`src/design/ttvh_pkg.sv`:
```
`timescale 1ns / 1ps
`default_nettype none

package ttvh_pkg;

  localparam int BYTE_W      = 8;
  localparam int IDX_W       = 11;
  localparam int VAL_W       = 12;
  localparam int OUT_W       = 32;
  localparam int QUEUE_DEPTH = 4;
  localparam int QPTR_W      = 2;

  localparam logic OP_BYTE = 1'b0;
  localparam logic OP_READ = 1'b1;

  localparam logic [BYTE_W-1:0] CH_O     = 8'h4F;
  localparam logic [BYTE_W-1:0] CH_R     = 8'h52;
  localparam logic [BYTE_W-1:0] CH_COLON = 8'h3A;
  localparam logic [BYTE_W-1:0] CH_NL    = 8'h0A;
  localparam logic [BYTE_W-1:0] CH_NUL   = 8'h00;
  localparam logic [BYTE_W-1:0] CH_0     = 8'h30;
  localparam logic [BYTE_W-1:0] CH_9     = 8'h39;

  typedef struct packed {
    logic              op;
    logic [BYTE_W-1:0] char_byte;
    logic [IDX_W-1:0]  bin_index;
  } in_item_t;

  typedef struct packed {
    logic [OUT_W-1:0] bin_count;
    logic [OUT_W-1:0] lines_seen;
    logic [OUT_W-1:0] dropped_values;
  } out_item_t;

  typedef enum logic [2:0] {
    PH_SEARCH,
    PH_SAW_O,
    PH_SAW_OR,
    PH_DIGITS,
    PH_OVF,
    PH_DONE
  } phase_t;

  typedef enum logic [1:0] {
    CMD_NONE,
    CMD_BIN,
    CMD_DROP,
    CMD_READ
  } cmd_kind_t;

  typedef struct packed {
    cmd_kind_t        kind;
    logic             line_inc;
    logic [VAL_W-1:0] idx;
  } queue_entry_t;

  typedef struct packed {
    logic clearing;
  } back_status_t;

endpackage

`default_nettype wire

```
`src/design/ttvh_front.sv`:
```
`timescale 1ns / 1ps
`default_nettype none

module ttvh_front #(
  parameter int NUM_BINS = 1260
) (
  input  wire                         clk,
  input  wire                         rst_n,
  input  wire                         in_valid,
  output logic                        in_ready,
  input  wire ttvh_pkg::in_item_t     in_data,
  input  wire                         q_ready,
  output logic                        q_push,
  output ttvh_pkg::queue_entry_t      q_entry,
  input  wire ttvh_pkg::back_status_t status
);

  ttvh_pkg::phase_t                 phase_r, phase_nxt;
  logic [ttvh_pkg::VAL_W-1:0]       acc_r, acc_nxt;
  logic                             accept;
  logic                             is_digit;
  logic [ttvh_pkg::VAL_W+3:0]       nv;
  ttvh_pkg::cmd_kind_t              rec_kind;
  logic [ttvh_pkg::VAL_W-1:0]       rec_idx;
  logic [ttvh_pkg::BYTE_W-1:0]      b;

  assign in_ready = q_ready && !status.clearing;
  assign accept   = in_valid && in_ready;
  assign q_push   = accept;
  assign b        = in_data.char_byte;
  assign is_digit = (b >= ttvh_pkg::CH_0) && (b <= ttvh_pkg::CH_9);
  assign nv       = ({4'b0, acc_r} << 3) + ({4'b0, acc_r} << 1) + {12'b0, b[3:0]};

  // A finished value goes to bin value-1, or to the drop count when it is
  // zero or empty, too large for the bins, or overflowed the accumulator.
  always_comb begin
    rec_idx = acc_r - ttvh_pkg::VAL_W'(1);
    if (phase_r == ttvh_pkg::PH_OVF || acc_r == '0 ||
        acc_r > ttvh_pkg::VAL_W'(NUM_BINS)) begin
      rec_kind = ttvh_pkg::CMD_DROP;
    end else begin
      rec_kind = ttvh_pkg::CMD_BIN;
    end
  end

  always_comb begin
    phase_nxt        = phase_r;
    acc_nxt          = acc_r;
    q_entry.kind     = ttvh_pkg::CMD_NONE;
    q_entry.line_inc = 1'b0;
    q_entry.idx      = {1'b0, in_data.bin_index};
    if (accept) begin
      if (in_data.op == ttvh_pkg::OP_READ) begin
        q_entry.kind = ttvh_pkg::CMD_READ;
      end else if (b == ttvh_pkg::CH_NL) begin
        if (phase_r == ttvh_pkg::PH_DIGITS || phase_r == ttvh_pkg::PH_OVF) begin
          q_entry.kind = rec_kind;
          q_entry.idx  = rec_idx;
        end
        q_entry.line_inc = 1'b1;
        phase_nxt        = ttvh_pkg::PH_SEARCH;
        acc_nxt          = '0;
      end else begin
        case (phase_r)
          ttvh_pkg::PH_SEARCH, ttvh_pkg::PH_SAW_O, ttvh_pkg::PH_SAW_OR: begin
            if (b == ttvh_pkg::CH_NUL) begin
              phase_nxt = ttvh_pkg::PH_DONE;
            end else if (b == ttvh_pkg::CH_O) begin
              phase_nxt = ttvh_pkg::PH_SAW_O;
            end else if (b == ttvh_pkg::CH_R && phase_r == ttvh_pkg::PH_SAW_O) begin
              phase_nxt = ttvh_pkg::PH_SAW_OR;
            end else if (b == ttvh_pkg::CH_COLON && phase_r == ttvh_pkg::PH_SAW_OR) begin
              phase_nxt = ttvh_pkg::PH_DIGITS;
              acc_nxt   = '0;
            end else begin
              phase_nxt = ttvh_pkg::PH_SEARCH;
            end
          end
          ttvh_pkg::PH_DIGITS, ttvh_pkg::PH_OVF: begin
            if (is_digit) begin
              if (phase_r == ttvh_pkg::PH_DIGITS) begin
                if (nv[ttvh_pkg::VAL_W+3:ttvh_pkg::VAL_W] != '0) begin
                  phase_nxt = ttvh_pkg::PH_OVF;
                end else begin
                  acc_nxt = nv[ttvh_pkg::VAL_W-1:0];
                end
              end
            end else begin
              q_entry.kind = rec_kind;
              q_entry.idx  = rec_idx;
              phase_nxt    = ttvh_pkg::PH_DONE;
            end
          end
          default: begin
            phase_nxt = ttvh_pkg::PH_DONE;
          end
        endcase
      end
    end
  end

  always_ff @(posedge clk) begin
    if (!rst_n) begin
      phase_r <= ttvh_pkg::PH_SEARCH;
      acc_r   <= '0;
    end else begin
      phase_r <= phase_nxt;
      acc_r   <= acc_nxt;
    end
  end

endmodule

`default_nettype wire

```
`config.mk`:
```
export PLATFORM = sky130hd
export DESIGN_NAME = ttvh_front
export DESIGN_NICKNAME = d
export VERILOG_FILES = /design/src/design/ttvh_pkg.sv /design/src/design/ttvh_front.sv
export SDC_FILE = /design/constraint.sdc
export NUM_CORES = 1
export LEC_CHECK = 0
export ABC_AREA = 1
export ABC_CLOCK_PERIOD_IN_PS = 2800
export BUFFER_PORTS_ARGS = -buffer_cell sky130_fd_sc_hd__buf_2
export CORE_ASPECT_RATIO = 0.6
export CORE_UTILIZATION = 52
export CTS_BUF_LIST = sky130_fd_sc_hd__clkbuf_16
export DETAILED_ROUTE_END_ITERATION = 8
export PLACE_DENSITY = 0.82
export RECOVER_POWER = 25
export SETUP_SLACK_MARGIN = 0.05
export SYNTH_ARGS = -nofsm -noshare
export SYNTH_HDL_FRONTEND = slang
export SYNTH_SLANG_ARGS = --single-unit
```
`constraint.sdc`:
```
create_clock -name clk -period 2.8 [get_ports clk]
set_input_delay 0.84 -clock clk [delete_from_list [all_inputs] [get_ports clk]]
set_output_delay 0.84 -clock clk [all_outputs]
set_load 0.05 [all_outputs]
```
==> qor.csv <==
stage,metric,value,unit
yosys,Yosys warning count,0,
yosys,Compound-Gate Fraction of Synth Area,14.1,%
placement,hpwl dp,5710,µm
clock_tree,clk_lat worst skew,0.25,ns
global_routing,GRT Residual Overflow,0,
pwr,switching power,0.249,mW
placement,placed insts,533,
worst_setup_path,CP Class,in2out,
global_routing,first-pass GRT wire length,12900,µm
yosys,"Avg Cell Area, Syn",5.70,µm²
outcome,failing checks,setup timing,
yosys,largest family of logic cells by synthesized area,simple AND/OR/NAND/NOR gates,
timing,clock skew,0.00340,ns
pwr,PwrDens,204,nW/µm²
timing,setup TNS,-5.09,ns
drt,DR iter-0 viols,330,
placement,DP Area,2990,µm²
worst_hold_path,HP Start,acc_r[8]$_SDFFE_PN0P_,
worst_setup_path,arrival time at the worst endpoint,2.28,ns
worst_setup_path,worst reg2reg path depth,14,
worst_setup_path,r2r startpoint,acc_r[9]$_SDFFE_PN0P_,
floorplan,CORE AREA,4190,µm²
yosys,asr flop ratio synth,0,%
timing,Final Critical Period,3.12,ns
worst_setup_path,peak fanout along the critical path,5,
flow_run,max_cap viols,0,
drt,via count,3228,
worst_hold_path,Hold Crit Depth,2,
clock_tree,Clock Sinks,15,
timing,Fmax,320,MHz
clock_tree,cts bufs inserted,3,
placement,Setup WS pre-CTS,-0.285,ns
drt,Via density,5.81,
worst_setup_path,Setup crit start kind,input port,
placement,Final Wtd Congestion,0.936,
pwr,Internal,0.507,mW
yosys,count of cell types in the netlist,35,
floorplan,die width,88.4,µm
worst_setup_path,worst path required time,1.96,ns
layout,fin util,88.4,%
yosys,Post-Synth XOR/XNOR Area,1.51,%
clock_tree,TritonCTS clock tree,yes,
floorplan,Initial Utilization,55.6,%
global_routing,antenna violations before repair,1,
timing,max-slew violations,0,
timing,PnR worst setup slack,-0.325,ns
layout,FF+latch area,307,µm²
timing,Hold Worst Slack,0.591,ns
yosys,"Seq/Total Area, Yosys",12.9,%
worst_setup_path,reg2reg end,acc_r[1]$_SDFFE_PN0P_,
worst_hold_path,Worst Hold Path EP,acc_r[8]$_SDFFE_PN0P_,
placement,port buffer count,41,
yosys,#FFs+latches synth,15,
timing,Worst Tran Pin Value,0.593,ns
yosys,Most used DFF post-synth,dfxtp_1,
drt,Antenna Nets Post-Route,0,
outcome,status,finished with violations,
yosys,Netlist Area Pre-Place,2330,µm²
worst_hold_path,HP Class,reg2reg,
drt,DRC violations left,0,
layout,Final nets,547,
yosys,Synthesized Nets,459,
pwr,Seq pwr share,29.0,%
floorplan,row cnt,18,
timing,Final Hold Fails,0,
pwr,Clk pwr share,37.8,%
yosys,Synth Instances,408,
pwr,worst vdd ir,183,µV
global_routing,largest net degree at the start of global routing,16,
clock_tree,CTS Buffer Depth,2,
pwr,Sw Ratio,33.0,%
yosys,Synth Area in Simple Gates,42.3,%
worst_setup_path,reg2reg setup slack,0.02,ns
clock_tree,maximum level of the CTS H-tree,1,
yosys,Post-Synth Adder-Cell Area,14.6,%
clock_tree,Hold Buf Count CTS,0,
layout,Layout area overhead,59.0,%
floorplan,Die ar.,4760,µm²
clock_tree,CTS root buf,clkbuf_16,
floorplan,IO Pins,42,
drt,routed wire length per instance,17.4,µm
global_routing,vias in the first global route,2784,
pwr,share of total power in combinational logic,33.2,%
yosys,post-synthesis mux area share,0,%
layout,Filler Cells Inserted,199,
global_routing,GRT Total Usage,37.2,%
layout,final instance area,3700,µm²
floorplan,Die Span Y,53.8,µm
layout,layout cell share with drive strength beyond 1,40.6,%
layout,most frequent cells in the layout,"nand2_1, inv_1, nor2_1, buf_4, buf_2",
worst_setup_path,crit path capture type,output port,
drt,final WL,9690,µm
layout,Multi-input gate area,2170,µm²
layout,Finished Layout Cells,556,
yosys,Post-synth EDFFs,0,
timing,Relative slew margins,60.7,%
timing,Setup Viol. Count Final,29,
layout,"commonest non-fill, non-tap cell in the layout",nand2_1,
timing,period utilization,112,%
drt,Pre-antenna DRT Iters,5,
clock_tree,Clock Pin Slew Worst Setup and Hold Paths,0.05,ns
timing,RSZ-0062 raised after global routing,yes,
pwr,power after layout,0.757,mW
pwr,Leak,1.92,nW
## logic make-up after synthesis
| logic type | count (synthesis) |
|---|---|
| simple gates | 221 |
| fa+ha+maj | 26 |
| compound gates | 59 |
| buf+inv | 83 |
| xor+xnor | 4 |
| flops | 15 |
## how the worst max path moves through the flow
stage | from | to | cells after the start
2_1_floorplan | q_ready | q_entry[11] | 9
3_3_place_gp | in_data[14] | q_entry[10] | 13
3_5_place_dp | in_data[14] | q_entry[10] | 13
4_1_cts | in_data[14] | q_entry[9] | 13
5_1_grt | phase_r[2]$_SDFFE_PN0P_ | q_entry[9] | 12
6_report | in_data[14] | q_entry[9] | 13
## flip-flops by register name (all words and copies together), names as in the netlist
signal,flops
phase_r,3
acc_r,12
## power by group through the flow
stage / Sequential [mW] / Combinational [mW] / Clock [mW]
floorplan: 0.223 / 0.120 / 0
global placement: 0.224 / 0.174 / 0
detailed placement: 0.224 / 0.178 / 0
CTS: 0.220 / 0.225 / 0.281
global route: 0.219 / 0.264 / 0.295
finish: 0.219 / 0.251 / 0.286
## cells in the mapped netlist, types with 2 or more instances
cell	n	area (µm²)
nand2_1	106	398
inv_1	76	285
nor2_1	50	188
a21oi_1	33	165
nand3_1	31	155
ha_1	24	300
o21ai_0	16	80.1
dfxtp_1	15	300
nor3_1	9	45.0
nand2_2	5	31.3
nand4_1	5	31.3
nand3_2	4	40.0
buf_6	3	33.8
nor2_2	3	18.8
xor2_1	3	26.3
fa_1	2	40.0
inv_2	2	7.51
nor2_4	2	22.5
o21bai_1	2	15.0
or2_2	2	12.5
## metal layers
metal	vias to the layer above	global-route usage, %	part of all wire (%)
met3	74	6.44	11
met4	0	17.2	6.0
li1	1472	-	-
met5	-	0	0
met2	249	62.7	45
met1	1433	47.2	37
## critical path: stages
cell	delay [ns]
buf_8	0.07
buf_6	0.10
nand2_2	0.04
inv_2	0.07
nor3_4	0.06
nor2_4	0.13
inv_2	0.07
nor2_4	0.26
o21ai_1	0.11
a21oi_1	0.15
o21bai_1	0.15
inv_2	0.07
buf_8	0.15
## cell type report
type                            instances  area share, %
Sequential cell                        15           8.28
Multi-Input combinational cell        310           58.5
Clock buffer                            3           2.03
Antenna cell                            1         0.0676
Timing Repair Buffer                   88           20.5
Clock inverter                          1          0.101
Tap cell                               60           2.03
Inverter                               78           8.45
## what timing repair did
| item | 4_1_cts | 5_1_grt |
|---|---|---|
| gates cloned | 1 | 0 |
| pin swaps | 29 | 19 |
| gates resized for setup | 98 | 33 |
| setup buffers | 10 | 8 |
| endpoints found under the hold margin | 0 | 0 |
| setup endpoints to repair | 28 | 29 |
Note: power is estimated with default switching activity, not from simulation.
