**config.mk**
```make
export PLATFORM = sky130hd
export DESIGN_NAME = ttvh_queue
export DESIGN_NICKNAME = d
export VERILOG_FILES = /design/src/design/ttvh_pkg.sv /design/src/design/ttvh_queue.sv
export SDC_FILE = /design/constraint.sdc
export NUM_CORES = 1
export LEC_CHECK = 0
export BUFFER_PORTS_ARGS = -buffer_cell sky130_fd_sc_hd__buf_2
export CELL_PAD_IN_SITES_DETAIL_PLACEMENT = 2
export CELL_PAD_IN_SITES_GLOBAL_PLACEMENT = 2
export CORE_UTILIZATION = 40
export CTS_BUF_LIST = sky130_fd_sc_hd__clkbuf_4
export DETAILED_ROUTE_END_ITERATION = 10
export PLACE_DENSITY = 0.82
export SLEW_MARGIN = 20
export SYNTH_ARGS = -nofsm -noshare
export SYNTH_HDL_FRONTEND = slang
export SYNTH_SLANG_ARGS = --single-unit
```
**constraint.sdc**
```tcl
create_clock -name clk -period 4.4 [get_ports clk]
set_clock_uncertainty 0.15 [all_clocks]
set_input_delay 0.44 -clock clk [delete_from_list [all_inputs] [get_ports clk]]
set_output_delay 0.44 -clock clk [all_outputs]
set_load 0.05 [all_outputs]
```
**src/design/ttvh_pkg.sv**
```systemverilog
`timescale 1ns / 1ps
`default_nettype none

package ttvh_pkg;

  localparam int BYTE_W      = 8;
  localparam int IDX_W       = 11;
  localparam int VAL_W       = 12;
  localparam int OUT_W       = 32;
  localparam int QUEUE_DEPTH = 4;
  localparam int QPTR_W      = 2;

  localparam logic OP_BYTE = 1'b0;
  localparam logic OP_READ = 1'b1;

  localparam logic [BYTE_W-1:0] CH_O     = 8'h4F;
  localparam logic [BYTE_W-1:0] CH_R     = 8'h52;
  localparam logic [BYTE_W-1:0] CH_COLON = 8'h3A;
  localparam logic [BYTE_W-1:0] CH_NL    = 8'h0A;
  localparam logic [BYTE_W-1:0] CH_NUL   = 8'h00;
  localparam logic [BYTE_W-1:0] CH_0     = 8'h30;
  localparam logic [BYTE_W-1:0] CH_9     = 8'h39;

  typedef struct packed {
    logic              op;
    logic [BYTE_W-1:0] char_byte;
    logic [IDX_W-1:0]  bin_index;
  } in_item_t;

  typedef struct packed {
    logic [OUT_W-1:0] bin_count;
    logic [OUT_W-1:0] lines_seen;
    logic [OUT_W-1:0] dropped_values;
  } out_item_t;

  typedef enum logic [2:0] {
    PH_SEARCH,
    PH_SAW_O,
    PH_SAW_OR,
    PH_DIGITS,
    PH_OVF,
    PH_DONE
  } phase_t;

  typedef enum logic [1:0] {
    CMD_NONE,
    CMD_BIN,
    CMD_DROP,
    CMD_READ
  } cmd_kind_t;

  typedef struct packed {
    cmd_kind_t        kind;
    logic             line_inc;
    logic [VAL_W-1:0] idx;
  } queue_entry_t;

  typedef struct packed {
    logic clearing;
  } back_status_t;

endpackage

`default_nettype wire

```
**src/design/ttvh_queue.sv**
```systemverilog
`timescale 1ns / 1ps
`default_nettype none

module ttvh_queue (
  input  wire                         clk,
  input  wire                         rst_n,
  input  wire                         push,
  input  wire ttvh_pkg::queue_entry_t entry,
  output logic                        ready,
  input  wire                         pop,
  output logic                        head_valid,
  output ttvh_pkg::queue_entry_t      head
);

  ttvh_pkg::queue_entry_t      entries_r [ttvh_pkg::QUEUE_DEPTH];
  logic [ttvh_pkg::QPTR_W-1:0] wr_ptr_r, rd_ptr_r;
  logic [ttvh_pkg::QPTR_W:0]   count_r, count_nxt;

  assign ready      = count_r != (ttvh_pkg::QPTR_W+1)'(ttvh_pkg::QUEUE_DEPTH);
  assign head_valid = count_r != '0;
  assign head       = entries_r[rd_ptr_r];

  always_comb begin
    count_nxt = count_r;
    if (push && !pop) begin
      count_nxt = count_r + (ttvh_pkg::QPTR_W+1)'(1);
    end else if (pop && !push) begin
      count_nxt = count_r - (ttvh_pkg::QPTR_W+1)'(1);
    end
  end

  always_ff @(posedge clk) begin
    if (push) begin
      entries_r[wr_ptr_r] <= entry;
    end
  end

  always_ff @(posedge clk) begin
    if (!rst_n) begin
      wr_ptr_r <= '0;
      rd_ptr_r <= '0;
      count_r  <= '0;
    end else begin
      if (push) begin
        wr_ptr_r <= wr_ptr_r + ttvh_pkg::QPTR_W'(1);
      end
      if (pop) begin
        rd_ptr_r <= rd_ptr_r + ttvh_pkg::QPTR_W'(1);
      end
      count_r <= count_nxt;
    end
  end

`ifndef SYNTHESIS
  a_no_overflow: assert property (@(posedge clk) disable iff (!rst_n)
    push |-> (ready || pop))
    else $error("queue written while full");
  a_no_underflow: assert property (@(posedge clk) disable iff (!rst_n)
    pop |-> head_valid)
    else $error("queue read while empty");
`endif

endmodule

`default_nettype wire

```
==> results.toml, run 1 <==
[cells_and_area]
final_cell_mix = "edfxtp_1, buf_2, mux4_2"
final_common_cell = "edfxtp_1"
diodes = 0
n_fill_cell = 582
area_growth_pct = 14.0
nNetsFinal = 190
layout-drive-gt1-share_pct = 35.3

[routing]
drt_first_pass_iters = 4
vias = 1267
wirelength_um = 5530
drc = 0
wl_per_cell_um = 22.4
vias_per_cell = 5.13
antenna_left = 0
drtIter0Drc = 114

[critical_path]
crit_buf_inv = 1
cp_slowest_cell = "dfxtp_2"
worst-path-max-fanout = 15
endpoint_kind = "output port"
crit_chain = "mux4_1, buf_2"
crit_path_start_kind = "register"
critPathMaxStageDelay_ns = 0.71
ff2ff_setup_slack_ns = 2.58
required_ns = 3.81
path_class = "register to output port"
critPathArrivalTime_ns = 2.00
crit_family = "flip-flops"

[clock_tree]
cts_resized = 0
tritoncts = "yes"
cts-root-buf = "clkbuf_4"
path_clk_slew_ns = 0.13
post_cts_buffers = 0
cts_buffer_depth = 2
cts_sinks = 69
cts.htree.levels = 3
hold_buffers = 0
insertion_delay_ns = 0.39
cts_made_buffers = 9

[floorplanning]
io_pins = 36
die_area_mm2 = 0.00693
rows = 29
design.core.area_mm2 = 0.00635
dieHeight_um = 83.3
start_util_pct = 41.6
die_x_um = 83.3

[synthesis]
synth_seq_cells = 69
syn_avg_cell_area_um2 = 21.6
ys_seq_area_share_pct = 75.0
yosysWarnings = 0
syn_inst = 122
synth_area_mm2 = 0.00264
yosys.cell_types.count = 20
synth_nets = 147

[timing]
worst-slew-pin-transition_ns = 0.841
slew_headroom_pct = 43.9
timing.final.crit_period_ns = 2.59
holdWs_ns = 0.0956
fmax_mhz = 386
finalSetupTns_ns = 0
rsz0062_at_grt = "false"
slew_violations = 0
min_period_over_period_pct = 58.8
finalHoldViolCount = 0
setup_viol = 0

[global_routing]
antenna_found_initial = 0
grt_pass1_wl_um = 8450
grt_pass1_vias = 1396
grtUsageTotal_pct = 17.5
grt_max_degree = 16
overflow = 0

[pwr]
switching_share_pct = 29.0
pwr-share-seq_pct = 55.9
irDropWorstVdd_uv = 339
pwr-share-clk_pct = 28.1
intPower_mw = 0.991
switchingPower_mw = 0.404
combPwrFrac_pct = 16.0
powerDensity_mw_per_mm2 = 463
p_leak_nw = 1.06

[place]
portBuffers = 35
place.gp.congestion = 0.692
hpwl_um = 3790

[run]
cap_violations = 0

[run_status]
status = "complete, no violations"

[min_path]
min_path_type = "primary input to register"
stage by stage:
step	cells	util (%)	setup WS (ns)	total power, mW	cell area [µm²]
2_1_floorplan	122	-	2.55	0.956	2640
3_3_place_gp	231	45.3	1.92	1.00	2880
3_5_place_dp	231	45.3	1.86	1.02	2880
4_1_cts	247	47.4	1.38	1.42	3010
5_1_grt	247	47.4	1.68	1.45	3010
6_report	247	47.4	1.81	1.39	3010
state kept, by name (all words and copies together) (netlist names), named ones only:
| name | count |
|---|---|
| entries_r | 60 |
| count_r | 3 |
| rd_ptr_r | 2 |
| wr_ptr_r | 2 |
power groups by stage:
stage               clock (mW)  combinational, mW  sequential, mW
floorplan                    0              0.181           0.774
global placement             0              0.213           0.787
detailed placement           0              0.226           0.795
CTS                      0.407              0.228           0.781
global route             0.427              0.236           0.784
finish                   0.392              0.223           0.779
path summary, 6_finish.rpt:
check                                                  to                      from  depth (start not counted)
worst max-delay path                             head[12]                  register                          2
worst min-delay path            entries_r[2][8]$_DFFE_PP_                  entry[8]                          1
worst max register to register  entries_r[2][1]$_DFFE_PP_  wr_ptr_r[0]$_SDFFE_PN0P_                          3
worst min register to register    count_r[2]$_SDFFE_PN0P_   count_r[2]$_SDFFE_PN0P_                          2
cell families after synthesis:
kind of cell | Yosys count | synth area share [%]
mux | 17 | 14.3
flops | 69 | 75.0
compound gates | 2 | 0.474
simple gates | 16 | 3.51
xor+xnor | 5 | 1.66
fa+ha+maj | 6 | 3.13
buf+inv | 7 | 1.94
layer usage:
| metal | global-route usage (%) | up-vias | routed length (µm) |
|---|---|---|---|
| li1 | - | 571 | - |
| met1 | 23.5 | 650 | 2510 |
| met2 | 27.3 | 38 | 2700 |
| met3 | 3.88 | 8 | 223 |
| met4 | 7.99 | 0 | 85 |
| met5 | 0 | - | 0 |
synthesized netlist by cell type, drive strengths merged:
| cell type | instances | area, µm² |
|---|---|---|
| a21boi | 1 | 7.51 |
| and2 | 9 | 56.3 |
| buf | 3 | 36.3 |
| dfxtp | 9 | 180 |
| edfxtp | 60 | 1800 |
| fa | 1 | 20.0 |
| ha | 5 | 62.6 |
| inv | 4 | 15.0 |
| mux2i | 2 | 20.0 |
| mux4 | 15 | 357 |
| nand2 | 2 | 7.51 |
| nor2 | 1 | 3.75 |
| nor2b | 2 | 12.5 |
| o21ai | 1 | 5.00 |
| or3 | 2 | 12.5 |
| xnor2 | 2 | 17.5 |
| xor2 | 3 | 26.3 |
final cells by class:
type	instances	area, µm²	area share (%)
sequential	69	1980	65.8
multi-input combinational	46	608	20.2
timing repair buffer	35	175	5.82
tap	77	96.3	3.20
clock buffer	9	67.6	2.24
clock inverter	7	66.3	2.20
inverter	4	15.0	0.499
No activity file was read; power rests on OpenSTA's default activity.
==> run 2, diff against run 1 <==
--- a/config.mk
+++ b/config.mk
@@ -11,7 +11,7 @@
 export CORE_UTILIZATION = 40
 export CTS_BUF_LIST = sky130_fd_sc_hd__clkbuf_4
 export DETAILED_ROUTE_END_ITERATION = 10
-export PLACE_DENSITY = 0.82
+export PLACE_DENSITY = 0.85
 export SLEW_MARGIN = 20
 export SYNTH_ARGS = -nofsm -noshare
 export SYNTH_HDL_FRONTEND = slang
==> constraint.sdc (replaced) <==
create_clock -name clk -period 2.3 [get_ports clk]
set_clock_uncertainty 0.15 [all_clocks]
set_input_delay 0.23 -clock clk [delete_from_list [all_inputs] [get_ports clk]]
set_output_delay 0.23 -clock clk [all_outputs]
set_load 0.05 [all_outputs]
==> results.toml, run 2 (same netlist as run 1, synthesis figures left out) <==
[run_status]
status = "complete, no violations"

[global_routing]
grt_max_degree = 16
grt_pass1_wl_um = 8290
antenna_found_initial = 0
grtUsageTotal_pct = 16.7
overflow = 0
grt_pass1_vias = 1520

[min_path]
min-delay-start = "push"
hold_depth = 3
min_to = "wr_ptr_r[1]$_SDFFE_PN0P_"
min_path_type = "primary input to register"

[timing]
slew_violations = 0
slew_headroom_pct = 81.5
setup_viol = 0
fmax_mhz = 460
finalSetupTns_ns = 0
finalHoldViolCount = 0
holdWs_ns = 0.0749
rsz0062_at_grt = "false"
worst-slew-pin-transition_ns = 0.277
timing.final.crit_period_ns = 2.17
min_period_over_period_pct = 94.5

[pwr]
pwr-share-clk_pct = 25.1
pwr-share-seq_pct = 56.5
switching_share_pct = 28.1
p_leak_nw = 1.17
irDropWorstVdd_uv = 337
intPower_mw = 1.87
powerDensity_mw_per_mm2 = 809
switchingPower_mw = 0.728
combPwrFrac_pct = 18.4

[floorplanning]
start_util_pct = 41.6
rows = 29
design.core.area_mm2 = 0.00635
die_x_um = 83.3
die_area_mm2 = 0.00693
dieHeight_um = 83.3
io_pins = 36

[cells_and_area]
largest_register_ffs = 60
reg_top3 = "entries_r x60, count_r x3"
final_common_cell = "edfxtp_1"
final_cell_mix = "edfxtp_1, buf_2, dlygate4sd3_1"
layout-drive-gt1-share_pct = 35.2
fin_cells = 270
final_area_mm2 = 0.00321
area_growth_pct = 21.4
diodes = 0
n_fill_cell = 568
nNetsFinal = 213
top_register = "entries_r"

[clock_tree]
cts.htree.levels = 3
cts_buffer_depth = 2
cts-root-buf = "clkbuf_4"
insertion_delay_ns = 0.38
cts_sinks = 69
cts_made_buffers = 9
tritoncts = "yes"
path_clk_slew_ns = 0.10

[routing]
wirelength_um = 5360
wl_met3_um = 232
wl_met1_um = 2390
dr_wl_met2_um = 2660
vias = 1350
wl_per_cell_um = 19.8
drtIter0Drc = 61
antenna_left = 0
drt_first_pass_iters = 4
maxUsedRoutingLayer = "met4"
drc = 0
vias_per_cell = 5.00

[place]
portBuffers = 35
dpl_cell_area_mm2 = 0.00293
dp.cells = 238
place.gp.congestion = 0.692
hpwl_um = 3630

[critical_path]
r2r_cells = 4
path_class = "register to output port"
required_ns = 1.92
ff2ff_setup_slack_ns = 0.66
worst-path-max-fanout = 5
critPathArrivalTime_ns = 1.79
crit_path_start_kind = "register"
endpoint_kind = "output port"
timing.rr.start = "count_r[0]$_SDFFE_PN0P_"
r2r-end = "count_r[2]$_SDFFE_PN0P_"

[run]
cap_violations = 0
## run 2: cell count changes in the layout (fill, tap and decap cells not counted)
cell	delta
dfxtp_1	+1
clkbuf_4	+4
clkinv_2	+2
bufinv_16	-1
clkinv_4	-1
dfxtp_2	-1
clkinvlp_4	-2
clkinv_1	-2
buf_4	+6
dlygate4sd3_1	+16
buf_6	+1
## run 2: layout make-up
class | instances | area [µm²] | share of cell area [%]
Sequential cell | 69 | 1980 | 61.8
Multi-Input combinational cell | 46 | 608 | 19.0
Timing Repair Buffer | 58 | 392 | 12.2
Clock buffer | 13 | 97.6 | 3.04
Tap cell | 77 | 96.3 | 3.01
Clock inverter | 3 | 15.0 | 0.468
Inverter | 4 | 15.0 | 0.468
## run 2: what timing repair did
| action | in CTS | in global routing |
|---|---|---|
| buffers inserted | 0 | 0 |
| endpoints found under the hold margin | 65 | 0 |
| gates resized for setup | 0 | 1 |
| setup endpoints to repair | 0 | 1 |
| hold buffers | 16 | 0 |
## run 2: worst max-delay path by stage
stage	start	endpoint	slack, ns	depth (start not counted)
after floorplan	pop	count_r[2]$_SDFFE_PN0P_	0.66	7
after global placement	pop	count_r[2]$_SDFFE_PN0P_	0.50	8
after detailed placement	push	count_r[2]$_SDFFE_PN0P_	0.43	7
after CTS	register	head[2]	0.03	3
after global routing	register	head[2]	0.03	3
final	register	head[11]	0.13	3
## run 2: metal layers
layer,vias up,track usage [%]
met1,681,21.3
met2,40,27.3
met3,10,3.98
met4,0,7.52
li1,619,-
met5,-,0
## run 2: through the flow
step / utilization (%) / power, mW / setup slack (ns)
floorplan: - / 1.83 / 0.662
global placement: 46.1 / 1.93 / 0.500
detailed placement: 46.1 / 1.96 / 0.430
CTS: 50.4 / 2.63 / 0.0264
global route: 50.5 / 2.70 / 0.0343
finish: 50.5 / 2.59 / 0.127
## run 2: power by group through the flow
stage	Clock, mW	Sequential, mW	Combinational, mW
2_1_floorplan	0	1.48	0.347
3_3_place_gp	0	1.49	0.441
3_5_place_dp	0	1.50	0.461
4_1_cts	0.681	1.47	0.483
5_1_grt	0.718	1.47	0.509
6_report	0.651	1.47	0.477
## run 2: worst max-delay path: stages (launching register included)
cell and delay (ns):
dfxtp_1 0.39, buf_4 0.19, mux4_1 0.58, buf_2 0.24
==> run 3, diff against run 2 <==
--- a/config.mk
+++ b/config.mk
@@ -5,7 +5,7 @@
 export SDC_FILE = /design/constraint.sdc
 export NUM_CORES = 1
 export LEC_CHECK = 0
-export BUFFER_PORTS_ARGS = -buffer_cell sky130_fd_sc_hd__buf_2
+export BUFFER_PORTS_ARGS = -buffer_cell sky130_fd_sc_hd__clkbuf_2
 export CELL_PAD_IN_SITES_DETAIL_PLACEMENT = 2
 export CELL_PAD_IN_SITES_GLOBAL_PLACEMENT = 2
 export CORE_UTILIZATION = 40
==> results.toml, run 3 (same netlist as run 1, synthesis figures left out) <==
[routing]
drc = 0
drt_first_pass_iters = 4
vias = 1384
antenna_left = 0
wirelength_um = 5800
wl_per_cell_um = 21.5
vias_per_cell = 5.13
drtIter0Drc = 51

[cells_and_area]
final_area_mm2 = 0.00326
area_growth_pct = 23.5
nNetsFinal = 213
reg_top3 = "entries_r x60, count_r x3"
final_common_cell = "edfxtp_1"
layout-drive-gt1-share_pct = 35.8
diodes = 0
largest_register_ffs = 60
final_cell_mix = "edfxtp_1, clkbuf_2, dlygate4sd3_1"
top_register = "entries_r"

[critical_path]
critPathMaxStageDelay_ns = 0.59
r2r_cells = 4
r2r-end = "count_r[2]$_SDFFE_PN0P_"
timing.rr.start = "count_r[0]$_SDFFE_PN0P_"
crit_path_start_kind = "register"
cp_slowest_cell = "mux4_1"
ff2ff_setup_slack_ns = 0.61
critPathArrivalTime_ns = 1.80
required_ns = 1.92
worst-path-max-fanout = 5
path_class = "register to output port"
endpoint_kind = "output port"
crit_chain = "buf_4, mux4_1, clkbuf_2"

[global_routing]
grt_max_degree = 16
use_met1_pct = 18.9
antenna_found_initial = 0
use_met2_pct = 34.4
grt_pass1_vias = 1617
overflow = 0
top_usage_layer = "met2"
grtUsageTotal_pct = 18.4
grt_use_met3_pct = 4.77
grt_pass1_wl_um = 8940

[timing]
finalWorstSetupSlack_ns = 0.115
rsz0062_at_grt = "false"
worst-slew-pin-transition_ns = 0.301
finalSetupTns_ns = 0
slew_headroom_pct = 79.9
timing.final.crit_period_ns = 2.18
min_period_over_period_pct = 95.0
slew_violations = 0
setup_viol = 0
finalHoldViolCount = 0
fmax_mhz = 458

[min_path]
min-delay-start = "push"
min_to = "wr_ptr_r[1]$_SDFFE_PN0P_"
hold_depth = 3
min_path_type = "primary input to register"

[floorplanning]
dieHeight_um = 83.3
io_pins = 36
die_area_mm2 = 0.00693
die_x_um = 83.3
rows = 29
design.core.area_mm2 = 0.00635
start_util_pct = 41.6

[clock_tree]
cts_made_buffers = 9
cts.htree.levels = 3
tritoncts = "yes"
post_cts_buffers = 0
cts_buffer_depth = 2
cts-root-buf = "clkbuf_4"
insertion_delay_ns = 0.39
path_clk_slew_ns = 0.11
cts_sinks = 69

[place]
dp_slack_ns = 0.332
dpl_cell_area_mm2 = 0.00293
portBuffers = 35
place.gp.congestion = 0.694
hpwl_um = 4210

[pwr]
p_leak_nw = 1.20
irDropWorstVdd_uv = 392
powerDensity_mw_per_mm2 = 870

[run_status]
status = "complete, no violations"

[run]
cap_violations = 0
## run 3: metal layers
| layer | vias up | share of wire [%] |
|---|---|---|
| met5 | - | 0 |
| met4 | 0 | 2.0 |
| met3 | 14 | 4.2 |
| met2 | 42 | 57 |
| met1 | 710 | 36 |
| li1 | 618 | - |
## run 3: worst max path at each step
stage	startpoint	end	slack, ns	cells after the start
after floorplan	pop	count_r[2]$_SDFFE_PN0P_	0.66	7
after global placement	push	count_r[2]$_SDFFE_PN0P_	0.49	7
after detailed placement	push	count_r[2]$_SDFFE_PN0P_	0.33	7
after CTS	register	head[2]	0.02	3
after global routing	register	head[2]	0.03	3
final	register	head[11]	0.12	3
## run 3: through the flow
stage | hold slack, ns | std cells | power (mW) | util [%]
2_1_floorplan | 0.179 | 122 | 1.83 | -
3_3_place_gp | 0.295 | 238 | 1.93 | 46.1
3_5_place_dp | 0.309 | 238 | 1.97 | 46.1
4_1_cts | 0.0515 | 270 | 2.88 | 51.3
5_1_grt | 0.0682 | 270 | 2.96 | 51.4
6_report | 0.0750 | 270 | 2.84 | 51.4
## run 3: layout make-up
type | count | area, µm²
Multi-Input combinational cell | 46 | 608
Sequential cell | 69 | 1980
Tap cell | 77 | 96.3
Clock inverter | 6 | 87.6
Clock buffer | 10 | 75.1
Fill cell | 542 | 3090
Timing Repair Buffer | 58 | 398
Inverter | 4 | 15.0
## run 3: worst max-delay path, delay by kind of cell (launching register included)
family / cells / cell delay [ns]
buf+inv: 2 / 0.45
mux: 1 / 0.59
flops: 1 / 0.37
## run 3: what timing repair did
item / CTS / global route
hold buffers: 16 / 0
setup endpoints to repair: 1 / 2
endpoints found under the hold margin: 67 / 0
gates resized for setup: 2 / 2
## run 3: report_power, final
| part | total (mW) | internal, mW | switching [mW] |
|---|---|---|---|
| clock network | 0.880 | 0.453 | 0.427 |
| logic | 0.488 | 0.169 | 0.319 |
| registers | 1.47 | 1.43 | 0.0393 |
